===== config.mk =====
export PLATFORM = sky130hd
export DESIGN_NAME = sync_length_sum_deframer_core_flat
export DESIGN_NICKNAME = d
export VERILOG_FILES = /design/src/rtl/core/sldf_pkg.sv /design/src/rtl/core/sldf_in_if.sv /design/src/rtl/core/sldf_out_if.sv /design/src/rtl/core/sync_length_sum_deframer_core.sv /design/src/rtl/core/sldf_frame.sv /design/src/rtl/core/sldf_emit.sv /design/src/flat_wrapper.sv
export VERILOG_INCLUDE_DIRS = /design/src /design/src/rtl/core
export SDC_FILE = /design/constraint.sdc
export NUM_CORES = 1
export LEC_CHECK = 0
export BUFFER_PORTS_ARGS = -buffer_cell sky130_fd_sc_hd__clkbuf_2
export CORE_UTILIZATION = 48
export DETAILED_ROUTE_END_ITERATION = 12
export GPL_ROUTABILITY_DRIVEN = 0
export HOLD_SLACK_MARGIN = 0.05
export PLACE_DENSITY = 0.66
export SLEW_MARGIN = 20
export SYNTH_ARGS = -nofsm -noshare
export SYNTH_HDL_FRONTEND = slang
export SYNTH_SLANG_ARGS = --single-unit

===== constraint.sdc =====
create_clock -name clk -period 7.6 [get_ports clk]
set_input_delay 1.52 -clock clk [delete_from_list [all_inputs] [get_ports clk]]
set_output_delay 1.52 -clock clk [all_outputs]
set_load 0.03 [all_outputs]

===== src/rtl/core/assert_macros.svh =====
// assertion macros shared by the deframer modules
`ifndef ASSERT_MACROS_SVH
`define ASSERT_MACROS_SVH
`ifndef SYNTHESIS
// same-cycle implication
`define SLDF_ASSERT_IMPL(label, clk, rst, ante, cons, msg) \
  label: assert property (@(posedge clk) disable iff (rst) (ante) |-> (cons)) \
    else $error(msg);
// next-cycle implication
`define SLDF_ASSERT_NEXT(label, clk, rst, ante, cons, msg) \
  label: assert property (@(posedge clk) disable iff (rst) (ante) |=> (cons)) \
    else $error(msg);
`else
`define SLDF_ASSERT_IMPL(label, clk, rst, ante, cons, msg)
`define SLDF_ASSERT_NEXT(label, clk, rst, ante, cons, msg)
`endif
`endif


===== src/rtl/core/sldf_pkg.sv =====
// types, constants and helpers for the sync/length/checksum deframer
package sldf_pkg;

  localparam int HEADER_BYTES = 4;
  localparam int CNT_W        = 9;
  localparam int IDX_W        = 3;
  localparam int CFG_INDEX_W  = 1;

  // byte_count values while the header is taken in
  localparam logic [CNT_W-1:0] HDR_SYNC = CNT_W'(0);
  localparam logic [CNT_W-1:0] HDR_CODE = CNT_W'(1);
  localparam logic [CNT_W-1:0] HDR_LEN  = CNT_W'(2);
  localparam logic [CNT_W-1:0] HDR_SUM  = CNT_W'(3);

  // configuration register indexes
  localparam logic [CFG_INDEX_W-1:0] REG_SYNC    = 1'b0;
  localparam logic [CFG_INDEX_W-1:0] REG_SUM_ERR = 1'b1;

  // error reply byte indexes
  localparam logic [1:0] REPLY_SYNC  = 2'd0;
  localparam logic [1:0] REPLY_CODE  = 2'd1;
  localparam logic [1:0] REPLY_ZERO  = 2'd2;
  localparam logic [1:0] REPLY_ERROR = 2'd3;

  typedef enum logic [1:0] {
    KIND_PAYLOAD = 2'd0,
    KIND_GOOD    = 2'd1,
    KIND_REPLY   = 2'd2
  } kind_t;

  typedef enum logic [1:0] {
    FIN_NONE = 2'd0,
    FIN_GOOD = 2'd1,
    FIN_BAD  = 2'd2
  } fin_t;

  // everything the result sequencer needs for one input byte
  typedef struct packed {
    logic       pay_valid;
    logic [7:0] pay_byte;
    logic [7:0] pay_pos;
    fin_t       fin;
    logic [7:0] code;
    logic [7:0] length;
  } sldf_desc_t;

  // number of result words a descriptor stands for
  function automatic logic [IDX_W-1:0] desc_count(sldf_desc_t d);
    logic [IDX_W-1:0] n;
    n = {{(IDX_W-1){1'b0}}, d.pay_valid};
    case (d.fin)
      FIN_GOOD: n = n + IDX_W'(1);
      FIN_BAD:  n = n + IDX_W'(4);
      default:  n = n;
    endcase
    return n;
  endfunction

endpackage


===== src/rtl/core/sldf_in_if.sv =====
// input byte channel
interface sldf_in_if;
  logic       valid;
  logic       ready;
  logic [7:0] rx_byte;

  modport source (output valid, output rx_byte, input ready);
  modport sink   (input valid, input rx_byte, output ready);
endinterface


===== src/rtl/core/sldf_out_if.sv =====
// result word channel
interface sldf_out_if;
  logic       valid;
  logic       ready;
  logic [1:0] kind;
  logic [7:0] data_byte;
  logic [7:0] frame_code;
  logic [7:0] frame_length;
  logic [7:0] position;
  logic       last;

  modport source (output valid, output kind, output data_byte, output frame_code,
                  output frame_length, output position, output last, input ready);
  modport sink   (input valid, input kind, input data_byte, input frame_code,
                  input frame_length, input position, input last, output ready);
endinterface


===== src/rtl/core/sync_length_sum_deframer_core.sv =====
// top level of the sync/length/checksum deframer
//
// Channels: in_ch takes one received byte per word (rx_byte); out_ch gives
// result words (kind, data_byte, frame_code, frame_length, position, last).
// Both use valid/ready; a word moves when both are high at a clock edge.
// The cfg port writes sync_reg (index 0) and sum_err_reg (index 1)
// whenever cfg_we is high; write only while no results are pending.
// The first result of a byte appears in the cycle after the byte is taken.
// Throughput: one byte per cycle while each byte yields at most one word
// and out_ch is ready; a byte that closes a frame yields up to five words
// (payload plus four reply words) and the next byte is taken together
// with its last word, as all words leave through the single output port.
// Reset (rst, synchronous) clears the frame state to hunting for sync and
// zeroes both configuration registers.
// A stalled receiver holds the current word steady; in_ch.ready stays low
// until the last pending word is being taken.
module sync_length_sum_deframer_core (
  input  logic                             clk,
  input  logic                             rst,
  input  logic                             cfg_we,
  input  logic [sldf_pkg::CFG_INDEX_W-1:0] cfg_index,
  input  logic [7:0]                       cfg_data,
  sldf_in_if.sink                          in_ch,
  sldf_out_if.source                       out_ch
);

  logic                 sync_value;
  logic [7:0]           sync_reg;
  logic [7:0]           sum_err_reg;
  logic                 in_fire;
  logic                 emit_ready;
  sldf_pkg::sldf_desc_t desc;

  assign sync_value = (in_ch.rx_byte == sync_reg);
  assign in_ch.ready = emit_ready;
  assign in_fire     = in_ch.valid && emit_ready;

  // configuration registers
  always_ff @(posedge clk) begin
    if (rst) begin
      sync_reg    <= 8'd0;
      sum_err_reg <= 8'd0;
    end else if (cfg_we) begin
      case (cfg_index)
        sldf_pkg::REG_SYNC:    sync_reg    <= cfg_data;
        sldf_pkg::REG_SUM_ERR: sum_err_reg <= cfg_data;
        default:               sync_reg    <= sync_reg;
      endcase
    end
  end

  sldf_frame u_frame (
    .clk        (clk),
    .rst        (rst),
    .fire       (in_fire),
    .rx_byte    (in_ch.rx_byte),
    .sync_value (sync_value ? in_ch.rx_byte : sync_reg),
    .desc       (desc)
  );

  sldf_emit u_emit (
    .clk           (clk),
    .rst           (rst),
    .in_fire       (in_fire),
    .desc_in       (desc),
    .in_ready      (emit_ready),
    .sync_value    (sync_reg),
    .sum_err_value (sum_err_reg),
    .out_ch        (out_ch)
  );

endmodule


===== src/rtl/core/sldf_frame.sv =====
// frame tracker: header capture, payload count and running sum
`include "assert_macros.svh"

module sldf_frame (
  input  logic                              clk,
  input  logic                              rst,
  input  logic                              fire,
  input  logic [7:0]                        rx_byte,
  input  logic [7:0]                        sync_value,
  output sldf_pkg::sldf_desc_t              desc
);

  logic [sldf_pkg::CNT_W-1:0] byte_count;
  logic [sldf_pkg::CNT_W-1:0] byte_count_next;
  logic [7:0]                 held_code;
  logic [7:0]                 held_code_next;
  logic [7:0]                 held_length;
  logic [7:0]                 held_length_next;
  logic [7:0]                 held_checksum;
  logic [7:0]                 held_checksum_next;
  logic [7:0]                 running_sum;
  logic [7:0]                 running_sum_next;

  logic [sldf_pkg::CNT_W-1:0] count_inc;
  logic [sldf_pkg::CNT_W-1:0] pay_index;
  logic [7:0]                 sum_pay;
  logic [sldf_pkg::CNT_W:0]   frame_end;
  logic                       end_reached;

  // payload arithmetic
  assign count_inc   = byte_count + sldf_pkg::CNT_W'(1);
  assign pay_index   = byte_count - sldf_pkg::CNT_W'(sldf_pkg::HEADER_BYTES);
  assign sum_pay     = running_sum + rx_byte;
  assign frame_end   = {2'b00, held_length} + (sldf_pkg::CNT_W+1)'(sldf_pkg::HEADER_BYTES);
  assign end_reached = ({1'b0, count_inc} >= frame_end) ||
                       (count_inc < sldf_pkg::CNT_W'(sldf_pkg::HEADER_BYTES));

  // next frame state and descriptor for this byte
  always_comb begin
    byte_count_next    = byte_count;
    held_code_next     = held_code;
    held_length_next   = held_length;
    held_checksum_next = held_checksum;
    running_sum_next   = running_sum;
    desc.pay_valid     = 1'b0;
    desc.pay_byte      = rx_byte;
    desc.pay_pos       = pay_index[7:0];
    desc.fin           = sldf_pkg::FIN_NONE;
    case (byte_count)
      sldf_pkg::HDR_SYNC: begin
        if (rx_byte == sync_value) begin
          byte_count_next  = sldf_pkg::HDR_CODE;
          running_sum_next = 8'd0;
        end
      end
      sldf_pkg::HDR_CODE: begin
        held_code_next  = rx_byte;
        byte_count_next = sldf_pkg::HDR_LEN;
      end
      sldf_pkg::HDR_LEN: begin
        held_length_next = rx_byte;
        byte_count_next  = sldf_pkg::HDR_SUM;
      end
      sldf_pkg::HDR_SUM: begin
        held_checksum_next = rx_byte;
        running_sum_next   = 8'd0;
        byte_count_next    = sldf_pkg::CNT_W'(sldf_pkg::HEADER_BYTES);
        // empty payload closes the frame on the checksum byte
        if (held_length == 8'd0) begin
          desc.fin        = (rx_byte == 8'd0) ? sldf_pkg::FIN_GOOD : sldf_pkg::FIN_BAD;
          byte_count_next = sldf_pkg::HDR_SYNC;
        end
      end
      default: begin
        desc.pay_valid = 1'b1;
        if (end_reached) begin
          desc.fin         = (sum_pay == held_checksum) ? sldf_pkg::FIN_GOOD
                                                        : sldf_pkg::FIN_BAD;
          byte_count_next  = sldf_pkg::HDR_SYNC;
          running_sum_next = 8'd0;
        end else begin
          byte_count_next  = count_inc;
          running_sum_next = sum_pay;
        end
      end
    endcase
    desc.code   = held_code_next;
    desc.length = held_length_next;
  end

  // frame state registers
  always_ff @(posedge clk) begin
    if (rst) begin
      byte_count    <= sldf_pkg::HDR_SYNC;
      held_code     <= 8'd0;
      held_length   <= 8'd0;
      held_checksum <= 8'd0;
      running_sum   <= 8'd0;
    end else if (fire) begin
      byte_count    <= byte_count_next;
      held_code     <= held_code_next;
      held_length   <= held_length_next;
      held_checksum <= held_checksum_next;
      running_sum   <= running_sum_next;
    end
  end

  // checks
  `SLDF_ASSERT_IMPL(a_count_in_frame, clk, rst,
    byte_count >= sldf_pkg::CNT_W'(sldf_pkg::HEADER_BYTES),
    {1'b0, byte_count} < frame_end, "payload count beyond frame end")
  `SLDF_ASSERT_NEXT(a_finish_hunts, clk, rst,
    fire && (desc.fin != sldf_pkg::FIN_NONE),
    (byte_count == sldf_pkg::HDR_SYNC) && (running_sum == 8'd0),
    "finished frame did not return to hunting")
  `SLDF_ASSERT_IMPL(a_sum_clear_in_header, clk, rst,
    byte_count < sldf_pkg::CNT_W'(sldf_pkg::HEADER_BYTES),
    running_sum == 8'd0, "running sum not clear outside payload")

endmodule


===== src/rtl/core/sldf_emit.sv =====
// result sequencer: holds one descriptor and sends its words in order
`include "assert_macros.svh"

module sldf_emit (
  input  logic                 clk,
  input  logic                 rst,
  input  logic                 in_fire,
  input  sldf_pkg::sldf_desc_t desc_in,
  output logic                 in_ready,
  input  logic [7:0]           sync_value,
  input  logic [7:0]           sum_err_value,
  sldf_out_if.source           out_ch
);

  logic                         busy;
  logic [sldf_pkg::IDX_W-1:0]   idx;
  sldf_pkg::sldf_desc_t         desc;

  logic [sldf_pkg::IDX_W-1:0]   word_cnt;
  logic [sldf_pkg::IDX_W-1:0]   reply_idx;
  logic                         is_last;
  logic                         out_fire;
  logic                         load;
  sldf_pkg::kind_t              kind;

  assign word_cnt  = sldf_pkg::desc_count(desc);
  assign reply_idx = idx - {{(sldf_pkg::IDX_W-1){1'b0}}, desc.pay_valid};
  assign is_last   = (idx == word_cnt - sldf_pkg::IDX_W'(1));
  assign out_fire  = out_ch.valid && out_ch.ready;
  assign in_ready  = !busy || (out_ch.ready && is_last);
  assign load      = in_fire && (sldf_pkg::desc_count(desc_in) != '0);

  // select the current word
  always_comb begin
    kind             = sldf_pkg::KIND_PAYLOAD;
    out_ch.data_byte = desc.pay_byte;
    out_ch.position  = desc.pay_pos;
    if (!(desc.pay_valid && (idx == '0))) begin
      case (desc.fin)
        sldf_pkg::FIN_GOOD: begin
          kind             = sldf_pkg::KIND_GOOD;
          out_ch.data_byte = 8'd0;
          out_ch.position  = 8'd0;
        end
        sldf_pkg::FIN_BAD: begin
          kind            = sldf_pkg::KIND_REPLY;
          out_ch.position = {6'd0, reply_idx[1:0]};
          case (reply_idx[1:0])
            sldf_pkg::REPLY_SYNC:  out_ch.data_byte = sync_value;
            sldf_pkg::REPLY_CODE:  out_ch.data_byte = desc.code;
            sldf_pkg::REPLY_ZERO:  out_ch.data_byte = 8'd0;
            sldf_pkg::REPLY_ERROR: out_ch.data_byte = sum_err_value;
            default:               out_ch.data_byte = 8'd0;
          endcase
        end
        default: begin
          kind = sldf_pkg::KIND_PAYLOAD;
        end
      endcase
    end
  end

  assign out_ch.valid        = busy;
  assign out_ch.kind         = kind;
  assign out_ch.frame_code   = desc.code;
  assign out_ch.frame_length = desc.length;
  assign out_ch.last         = is_last;

  // sequencer control, a new descriptor takes over from the last word
  always_ff @(posedge clk) begin
    if (rst) begin
      busy <= 1'b0;
      idx  <= '0;
    end else if (load) begin
      busy <= 1'b1;
      idx  <= '0;
    end else if (out_fire) begin
      if (is_last) begin
        busy <= 1'b0;
      end else begin
        idx <= idx + sldf_pkg::IDX_W'(1);
      end
    end
  end

  // descriptor holding register
  always_ff @(posedge clk) begin
    if (load) begin
      desc <= desc_in;
    end
  end

  // checks
  `SLDF_ASSERT_IMPL(a_idx_in_range, clk, rst,
    busy, idx < word_cnt, "word index past descriptor end")
  `SLDF_ASSERT_NEXT(a_drain_idle, clk, rst,
    out_fire && is_last && !load, !busy, "sequencer busy after last word")
  `SLDF_ASSERT_IMPL(a_good_is_last, clk, rst,
    busy && (kind == sldf_pkg::KIND_GOOD), is_last, "good frame word not last")

endmodule

===== src/flat_wrapper.sv =====
// flat-port wrapper written by rule: the top's interface ports become plain ports
module sync_length_sum_deframer_core_flat 
  (clk, rst, cfg_we, cfg_index, cfg_data, in_ch_valid, in_ch_rx_byte, in_ch_ready, out_ch_valid, out_ch_kind, out_ch_data_byte, out_ch_frame_code, out_ch_frame_length, out_ch_position, out_ch_last, out_ch_ready);
  sldf_in_if in_ch_i ();
  sldf_out_if out_ch_i ();
  input  logic clk;
  input  logic rst;
  input  logic cfg_we;
  input  logic [sldf_pkg::CFG_INDEX_W-1:0] cfg_index;
  input  logic [7:0] cfg_data;
  input wire logic [$bits(in_ch_i.valid)-1:0] in_ch_valid;
  input wire logic [$bits(in_ch_i.rx_byte)-1:0] in_ch_rx_byte;
  output wire logic [$bits(in_ch_i.ready)-1:0] in_ch_ready;
  output wire logic [$bits(out_ch_i.valid)-1:0] out_ch_valid;
  output wire logic [$bits(out_ch_i.kind)-1:0] out_ch_kind;
  output wire logic [$bits(out_ch_i.data_byte)-1:0] out_ch_data_byte;
  output wire logic [$bits(out_ch_i.frame_code)-1:0] out_ch_frame_code;
  output wire logic [$bits(out_ch_i.frame_length)-1:0] out_ch_frame_length;
  output wire logic [$bits(out_ch_i.position)-1:0] out_ch_position;
  output wire logic [$bits(out_ch_i.last)-1:0] out_ch_last;
  input wire logic [$bits(out_ch_i.ready)-1:0] out_ch_ready;
  assign in_ch_i.valid = in_ch_valid;
  assign in_ch_i.rx_byte = in_ch_rx_byte;
  assign in_ch_ready = in_ch_i.ready;
  assign out_ch_valid = out_ch_i.valid;
  assign out_ch_kind = out_ch_i.kind;
  assign out_ch_data_byte = out_ch_i.data_byte;
  assign out_ch_frame_code = out_ch_i.frame_code;
  assign out_ch_frame_length = out_ch_i.frame_length;
  assign out_ch_position = out_ch_i.position;
  assign out_ch_last = out_ch_i.last;
  assign out_ch_i.ready = out_ch_ready;
  sync_length_sum_deframer_core u_core (.clk(clk), .rst(rst), .cfg_we(cfg_we), .cfg_index(cfg_index), .cfg_data(cfg_data), .in_ch(in_ch_i), .out_ch(out_ch_i));
endmodule

==> metrics.txt <==
fin. max-slew vios 0; placed instance area 5938 µm²; Biggest register u_core.u_emit.desc; unrepaired setup endpoints after global routing no; crit path cell chain clkbuf_2, ha_1, inv_1, fa_1, xor2_1, o311a_1, nand4_1, nor4b_1, nand4_1, o32ai_1, ha_1, inv_1, a21oi_1, a221oi_4, buf_4; clk sinks 96; CORE AREA 11470 µm²; Worst-Skew Late Latency 350 ps; Reg clk slew, reported paths 70 ps; Max Root-Sink Buffers 2; Worst Tran Pin Value 1098 ps; setup TNS 0 ps; post-synth top area cell dfxtp_1; CP max FO 21; ys async rst share 0%; Syn Area/Cell 9.851 µm²; Fill cells 1027; Chip Height 110.8 µm; final worst path period share 73.61%; WP data arrival 5630 ps; Post-Synth Adder-Cell Area 7.836%; Synth Instances 577; hold bufs inserted after CTS 0; vias 4290; initial antenna violation count 0; vias in the first global route 4163; global-route wire length before repair 21.71 mm; final worst-path setup slack 2005 ps; Fin Hold WS 463.0 ps; Leak 2.537 nW; critical path buffer and inverter count 4; initial DRC count 289; CP Launch Type input port; die width 110.8 µm; CP endpoint kind flip-flop; via-per-instance ratio 5.705; Rows 39; Gates resized, CTS repair 0; Total Wirelength 13.24 mm; Finished Core Util 54.10%; io pins 59; max reg flops 19; Top FF cell, synth dfxtp_1; Crit path required time 7630 ps; CTS Buf Count 9; CTS Root Cell clkbuf_16; Max VDD drop 0.0001217 V; largest family of logic cells by synthesized area simple AND/OR/NAND/NOR gates; dpl ws 1667 ps; Tmin final 5595 ps; CTS tree done; Final Cell Area 6203 µm²; deepest level of the CTS H-tree 3; XOR/XNOR Fraction of Synth Area 7.286%; Max-slew headroom 26.79%; Residual DRC 0; routed len/inst 17.60 µm; fin nets 661; sequential area share after synthesis 39.97%; Final setup violation count 0; fraction of layout cells with a size suffix above 1 16.09%; post-synthesis compound-gate area fraction 11.75%; Top delay family on crit path compound AO/OA/AOI/OAI gates; type of the worst setup path input port to flip-flop; ant diodes 0; Post-Place Cells 736; full die area 12280 µm²; Critical-path top delay cell a221oi_4; Largest regs u_core.u_emit.desc x19, u_core.u_frame.byte_count x9; DRT Pass-1 Iters 4; Area contributors post-synth dfxtp_1 21%, edfxtp_1 18%, mux2i_1 7.7%; Distinct cells, synth 69; power consumption 1.443 mW; synthesis-to-layout area growth 9.135%; Simple-Gate Fraction of Synth Area 16.09%; largest net degree at the start of global routing 56; EDFF count, synth 35; port bufs 58; Max Clock Freq 178.7 MHz; Power Density 232.7 nW/µm²; Yosys reg bits 96; top-area cell type share of the netlist area 21.48%; syn_nets 634; non-filler cells, final 752; Hold Crit Class flip-flop to flip-flop; outcome finished clean; Post-CTS Setup Inserts 0; mapped cell area 5684 µm²; final hold violations 0; Clock Skews 12.82 ps; mux share of post-synthesis cell area 10.72%; Tot GR Track Use 22.36%; effective utilization at floorplan 49.57%; Post-DP HPWL 9.538 mm; Max-cap violations 0; Overflow after GRT 0; Syn. warnings 0; most common cell after layout, fill and taps aside dfxtp_1; post-route ant nets 0; most frequent cells in the layout 61 x dfxtp_1, 58 x clkbuf_2, 49 x nor2_1; max incr delay on CP 860 ps
final cells by class:
class	count	area [µm²]	area share, %
multi-input cells	410	3073	49.54
well taps	143	178.9	2.884
clock inverters	4	28.78	0.4639
flip-flops and latches	96	2272	36.63
repair buffers	62	320.3	5.163
inverters	25	93.84	1.513
clock buffers	12	236.5	3.812
worst register-to-register path, cell delays in order (launching register included):
cell,delay (ps)
dfxtp_1,500
ha_1,490
nand2_1,190
xnor2_1,210
or4_1,500
a211o_1,450
and4_4,280
o32ai_1,360
ha_1,310
inv_1,60
a21oi_1,90
a221oi_4,860
buf_4,410
worst paths after layout:
path / from / endpoint / slack [ps] / depth (start not counted)
hold / removal: u_core.sum_err_reg[1]$_SDFFE_PP0P_ / u_core.sum_err_reg[1]$_SDFFE_PP0P_ / 460 / 2
setup / recovery: in_ch_rx_byte[0] / u_core.u_emit.out_ch.frame_length[2]$_DFFE_PP_ / 2010 / 15
hold reg to reg: u_core.sum_err_reg[1]$_SDFFE_PP0P_ / u_core.sum_err_reg[1]$_SDFFE_PP0P_ / 460 / 2
setup reg to reg: u_core.u_frame.byte_count[0]$_SDFFE_PP0P_ / u_core.u_emit.out_ch.frame_length[2]$_DFFE_PP_ / 2580 / 12
Yosys cell counts, types with 2 or more instances:
cell	instances
a211oi_1	2
a21o_1	3
a21oi_1	27
a22o_1	15
a31oi_1	4
and2_1	11
and3_1	7
and4_1	3
buf_1	2
buf_2	6
buf_4	17
buf_6	3
clkbuf_1	18
dfxtp_1	61
edfxtp_1	35
ha_1	34
inv_1	25
mux2_1	2
mux2_2	13
mux2i_1	44
nand2_1	33
nand2b_1	12
nand3_1	25
nand3b_1	2
nand4_1	9
nor2_1	49
nor2b_1	4
nor3_1	5
nor3b_1	2
nor4_1	5
o211ai_1	3
o21ai_0	3
o21ai_1	11
o21bai_1	3
o31ai_1	3
o32ai_1	2
or4_1	2
xnor2_1	21
xor2_1	21
cell families after synthesis:
family | Yosys count
AND/OR/NAND/NOR | 178
flip-flops | 96
AO/OA/AOI/OAI | 94
buffers and inverters | 71
multiplexers | 59
XOR/XNOR | 44
adder cells (fa/ha/maj) | 35
where the power goes:
group	total, mW	internal, mW	switching [mW]
sequential	0.616	0.586	0.0303
combinational	0.409	0.136	0.272
clock	0.419	0.223	0.196
total	1.44	0.945	0.499
metal layers:
layer	GRT usage, %	part of all wire (%)	vias to the layer above
li1	-	-	2104
met1	30.82	47	2057
met2	35.20	47	115
met3	3.335	4.6	14
met4	9.067	1.8	0
met5	0	0	-
No activity file was read; power rests on OpenSTA's default activity.
